$ cat src/rtl/tfn_pkg.sv
// tfn_pkg: shared types, widths and constants for the triangle face normal pipeline
// no dependencies
`timescale 1ns / 1ps
package tfn_pkg;
  localparam int CW = 24;   // coordinate width
  localparam int EW = 25;   // edge width
  localparam int PW = 50;   // product / cross width
  localparam int MW = 30;   // normalised magnitude width
  localparam int SW = 62;   // sum of squares width
  localparam int LW = 31;   // root width
  localparam int QW = 15;   // quotient magnitude width
  localparam int NW = 16;   // output width
  localparam int KW = 5;    // shift amount width
  localparam logic [QW-1:0] NORM_ONE = 15'd16384;

  // per item side band that travels with the data
  typedef struct packed {
    logic [2:0] neg;
    logic       degen;
    logic       last;
  } tfn_side_t;
endpackage

$ cat src/rtl/tfn_sqrt.sv
// tfn_sqrt: pipelined restoring square root, one result bit per stage
// depends on tfn_pkg
`timescale 1ns / 1ps
module tfn_sqrt import tfn_pkg::*; (
  input  logic                clk,
  input  logic                rst_n,
  input  logic                in_vld,
  input  logic [SW-1:0]       in_s,
  input  logic [3*MW-1:0]     in_m,
  input  tfn_side_t           in_side,
  output logic                out_vld,
  output logic [LW-1:0]       out_root,
  output logic [3*MW-1:0]     out_m,
  output tfn_side_t           out_side
);
  // stage registers, one per root bit
  logic [LW:0]      vld_r;
  logic [SW-1:0]    rem_r  [LW+1];
  logic [LW-1:0]    root_r [LW+1];
  logic [3*MW-1:0]  m_r    [LW+1];
  tfn_side_t        side_r [LW+1];

  always_comb begin
    rem_r[0]  = in_s;
    root_r[0] = '0;
    m_r[0]    = in_m;
    side_r[0] = in_side;
    vld_r[0]  = in_vld;
  end

  for (genvar g = 0; g < LW; g++) begin : g_bit
    localparam int B = LW - 1 - g;
    logic [SW+1:0] trial;
    logic [SW+1:0] rem_w;
    logic [SW-1:0] rem_nxt;
    logic [LW-1:0] root_nxt;
    // trial = (root << (B + 1)) | (1 << 2*B), root holds the bits above B
    always_comb begin
      trial = ({{(SW+2-LW){1'b0}}, root_r[g]} << (B + 1))
            | ({{(SW+1){1'b0}}, 1'b1} << (2 * B));
      rem_w = {2'b00, rem_r[g]};
      if (rem_w >= trial) begin
        rem_nxt  = SW'(rem_w - trial);
        root_nxt = root_r[g] | (LW'(1) << B);
      end else begin
        rem_nxt  = rem_r[g];
        root_nxt = root_r[g];
      end
    end
    always_ff @(posedge clk) begin
      if (!rst_n) begin
        vld_r[g+1] <= 1'b0;
      end else begin
        vld_r[g+1] <= vld_r[g];
      end
      rem_r[g+1]  <= rem_nxt;
      root_r[g+1] <= root_nxt;
      m_r[g+1]    <= m_r[g];
      side_r[g+1] <= side_r[g];
    end
  end

  assign out_vld  = vld_r[LW];
  assign out_root = root_r[LW];
  assign out_m    = m_r[LW];
  assign out_side = side_r[LW];
endmodule

$ cat config.mk
export PLATFORM = sky130hd
export DESIGN_NAME = tfn_sqrt
export DESIGN_NICKNAME = d
export VERILOG_FILES = /design/src/rtl/tfn_pkg.sv /design/src/rtl/tfn_sqrt.sv
export SDC_FILE = /design/constraint.sdc
export NUM_CORES = 2
export LEC_CHECK = 0
export CORE_MARGIN = 4
export CORE_UTILIZATION = 29
export DETAILED_ROUTE_END_ITERATION = 7
export DONT_BUFFER_PORTS = 1
export MAX_ROUTING_LAYER = met4
export SLEW_MARGIN = 10
export SYNTH_ARGS = -nofsm -noshare
export SYNTH_HDL_FRONTEND = slang
export SYNTH_SLANG_ARGS = --single-unit
$ cat constraint.sdc
create_clock -name clk -period 6.05 [get_ports clk]
set_clock_uncertainty 0.15 [all_clocks]
set_input_delay 0.605 -clock clk [delete_from_list [all_inputs] [get_ports clk]]
set_output_delay 0.605 -clock clk [all_outputs]
set_load 0.02 [all_outputs]
==> flow_summary.json <==
{
  "status": "completed",
  "grt_pass1_vias": 84340,
  "yosysTopAreaCell": "dfxtp_1",
  "p_leak_nw": 77.3,
  "cp.required_ns": 6.79,
  "critPathKind": "reg -> reg",
  "viasPerCell": 4.11,
  "clk_pin_slew_ns": 0.06,
  "switching_share_pct": 26.6,
  "antenna_found_initial": 5,
  "ys_seq_elements": 5332,
  "yosysSeqAreaShare_pct": 70.9,
  "drt_wl_total_mm": 279,
  "drt_first_pass_iters": 5,
  "htree_num_levels": 6,
  "worstMarginPinSlew_ns": 1.24,
  "power_switching_w": 0.0235,
  "critPathLaunch": "g_bit[22].trial[18]",
  "worst_ep_arrival_time_ns": 5.23,
  "path_delay_family": "simple AND/OR/NAND/NOR gates",
  "io_pins": 287,
  "clk_latency_ns": 1.04,
  "synth_cells": 12182,
  "synth_area_leaders": "dfxtp_1, ha_1, xnor2_1, xor2_1, a21oi_1",
  "track_usage_pct": 10.6,
  "drcViolationCount": 0,
  "crit_path_max_fanout": 16,
  "wl_met1_mm": 114,
  "total_power_w": 0.0885,
  "avgSynthCellArea_um2": 12.4,
  "ys_types": 87,
  "slowest_delay_ns": 0.70,
  "critPathCapture": "g_bit[23].rem_w[49]",
  "power_frac_comb_pct": 13.5,
  "start_util_pct": 29.1,
  "dp_hpwl_mm": 196,
  "final-hold-violation-count": 0,
  "critical_path.slowest_cell": "nor4_1",
  "clockPowerShare_pct": 38.0,
  "yosysWarningCount": 0,
  "portBuffers": 0,
  "wl_per_cell_um": 13.9,
  "dr.max_layer_used": "met4",
  "finalMaxSlewViolations": 0,
  "maxCapViolCount": 0,
  "crit_chain": "inv_1, ha_1, or4b_2, or4_1, nor4_1, nor4_1, nand4_1, nand4b_1, nor4_1, xor2_1",
  "post-route-min-period_ns": 4.50,
  "drtIter0Drc": 4232,
  "synthesis.nets": 12867,
  "tns_ns": 0,
  "synth-edff-count": 0,
  "setup_viol": 0,
  "fmax_mhz": 222,
  "fin_cells": 20110,
  "cts_tree": "done",
  "rsz0062_at_grt": "false",
  "synth_area_um2": 151000,
  "cp.depth": 10,
  "die-area_um2": 531000,
  "pwr-share-seq_pct": 48.5,
  "start_kind": "flop",
  "cts_sinks": 5332,
  "fp-row-count": 264,
  "grt_pass1_wl_mm": 445,
  "min_path_type": "reg -> reg",
  "dr_wl_met2_mm": 136,
  "dr_wl_met3_mm": 11.9,
  "clockBufferDepth": 4,
  "critPathBufInv": 1,
  "powerDensity_nw_per_um2": 492,
  "fin_crit_sh_pct": 74.3,
  "placed_cells": 18833,
  "die_h_um": 729,
  "reg2regPathDepth": 10,
  "r2r_end": "g_bit[23].rem_w[49]",
  "synthArstFlopShare_pct": 0,
  "power.internal_w": 0.0649,
  "synth_common_cells": "dfxtp_1, inv_1, nor2_1",
  "grt-ovfl-total": 0,
  "grt_max_degree": 58,
  "die_w_um": 729,
  "finalNetCount": 13454,
  "path_common_cell": "nor4_1",
  "vias": 82659,
  "gp_congestion": 0.904,
  "endpoint_kind": "flop",
  "core_region_area_um2": 517000,
  "yosysTopAreaCellShare_pct": 70.9,
  "drive_above_1_share_pct": 8.15,
  "root_buffer": "clkbuf_16",
  "yosys.cell_count.top_type": "dfxtp_1",
  "areaGrowthSynthToFinish_pct": 19.4,
  "ant_nets": 0,
  "ir_worst_vdd_mv": 0.379,
  "r2r_start": "g_bit[22].trial[18]",
  "numCtsBuffers": 533,
  "timing.slew.headroom_pct": 16.7,
  "fill_cells": 50190,
  "synthFlopType": "dfxtp_1",
  "r2r_slack_ns": 1.55
}
## how the worst min path moves through the flow
| stage | from | to | slack (ns) | depth (start not counted) |
|---|---|---|---|---|
| 3_5_place_dp | m_r[1121] | m_r[1031] | 0.16 | 0 |
| 6_report | m_r[599] | m_r[509] | 0.10 | 0 |
| 5_1_grt | side_r[113] | side_r[108] | 0.09 | 0 |
| 4_1_cts | m_r[599] | m_r[509] | 0.08 | 0 |
| 2_1_floorplan | m_r[1090] | m_r[1000] | 0.16 | 0 |
| 3_3_place_gp | m_r[1602] | m_r[1512] | 0.16 | 0 |
## layout make-up
class,instances,area [µm²],area share (%)
inverters,645,2420,1.35
well taps,6916,8650,4.81
multi-input cells,5902,40000,22.2
repair buffers,355,3470,1.93
clock inverters,198,3140,1.75
diodes,17,42.5,0.0237
flip-flops and latches,5332,107000,59.3
clock buffers,745,15400,8.57
## kinds of logic (layout without fill, tap and decap cells)
| group | Yosys count | after routing | synth area share [%] |
|---|---|---|---|
| buffers and inverters | 948 | 1943 | 2.63 |
| adder cells (fa/ha/maj) | 525 | 525 | 4.36 |
| other | 0 | 17 | 0 |
| AO/OA/AOI/OAI | 1735 | 1735 | 7.16 |
| XOR/XNOR | 827 | 827 | 4.81 |
| multiplexers | 83 | 83 | 0.615 |
| flip-flops | 5332 | 5332 | 70.9 |
| AND/OR/NAND/NOR | 2732 | 2732 | 9.53 |
## power groups by stage
stage | sequential (W) | clock [W] | combinational, W
after floorplan | 0.0423 | 0 | 0.00943
after global placement | 0.0436 | 0 | 0.0116
after detailed placement | 0.0436 | 0 | 0.0117
after CTS | 0.0429 | 0.0348 | 0.0120
after global routing | 0.0434 | 0.0362 | 0.0134
final | 0.0429 | 0.0336 | 0.0120
## registers in the layout (all words and copies together), names as in the netlist
signal / count
m_r: 2700
g_bit.rem_w: 1860
g_bit.trial: 465
side_r: 150
out_m: 90
out_root: 31
vld_r: 30
out_side: 5
out_vld: 1
## per-stage QoR
step                worst slack [ns]  hold slack (ns)  util (%)  instance area [µm²]
floorplan                       2.46            0.160         -               151000
global placement                1.61            0.159      30.6               158000
detailed placement              1.71            0.162      30.6               158000
CTS                             1.63           0.0824      34.8               180000
global route                    1.41           0.0899      34.8               180000
finish                          1.55            0.105      34.8               180000
## repair_timing
item                                   CTS  global route
endpoints found under the hold margin  189             0
buffers inserted                         0             0
setup endpoints to repair                0             0
hold buffers                           317             0
gates resized for setup                  0             0
## metal layers
metal	vias up	GRT usage, %
li1	42480	-
met1	37660	11.2
met2	1657	18.4
met3	862	2.02
met4	0	5.97
met5	-	-
## cells in the final DEF, fill, tap and decap left out, drive strengths merged, types with 42 or more instances in the layout
cell type / count
o211ai: 45
clkinv: 113
ha: 525
nand4: 136
or2: 45
xnor2: 431
nor4b: 55
inv: 677
nand3: 148
clkbuf: 745
nor2b: 72
mux2: 76
or4: 93
nor3: 241
dlygate4sd3: 317
nor2: 605
dfxtp: 5332
nand2: 551
o21bai: 51
a21oi: 561
and2: 63
and3: 56
o21a: 101
xor2: 396
nor4: 336
o21ai: 419
nand2b: 90
or3: 96
a21o: 213
a31oi: 63
bufinv: 42
Note: power is estimated with default switching activity, not from simulation.
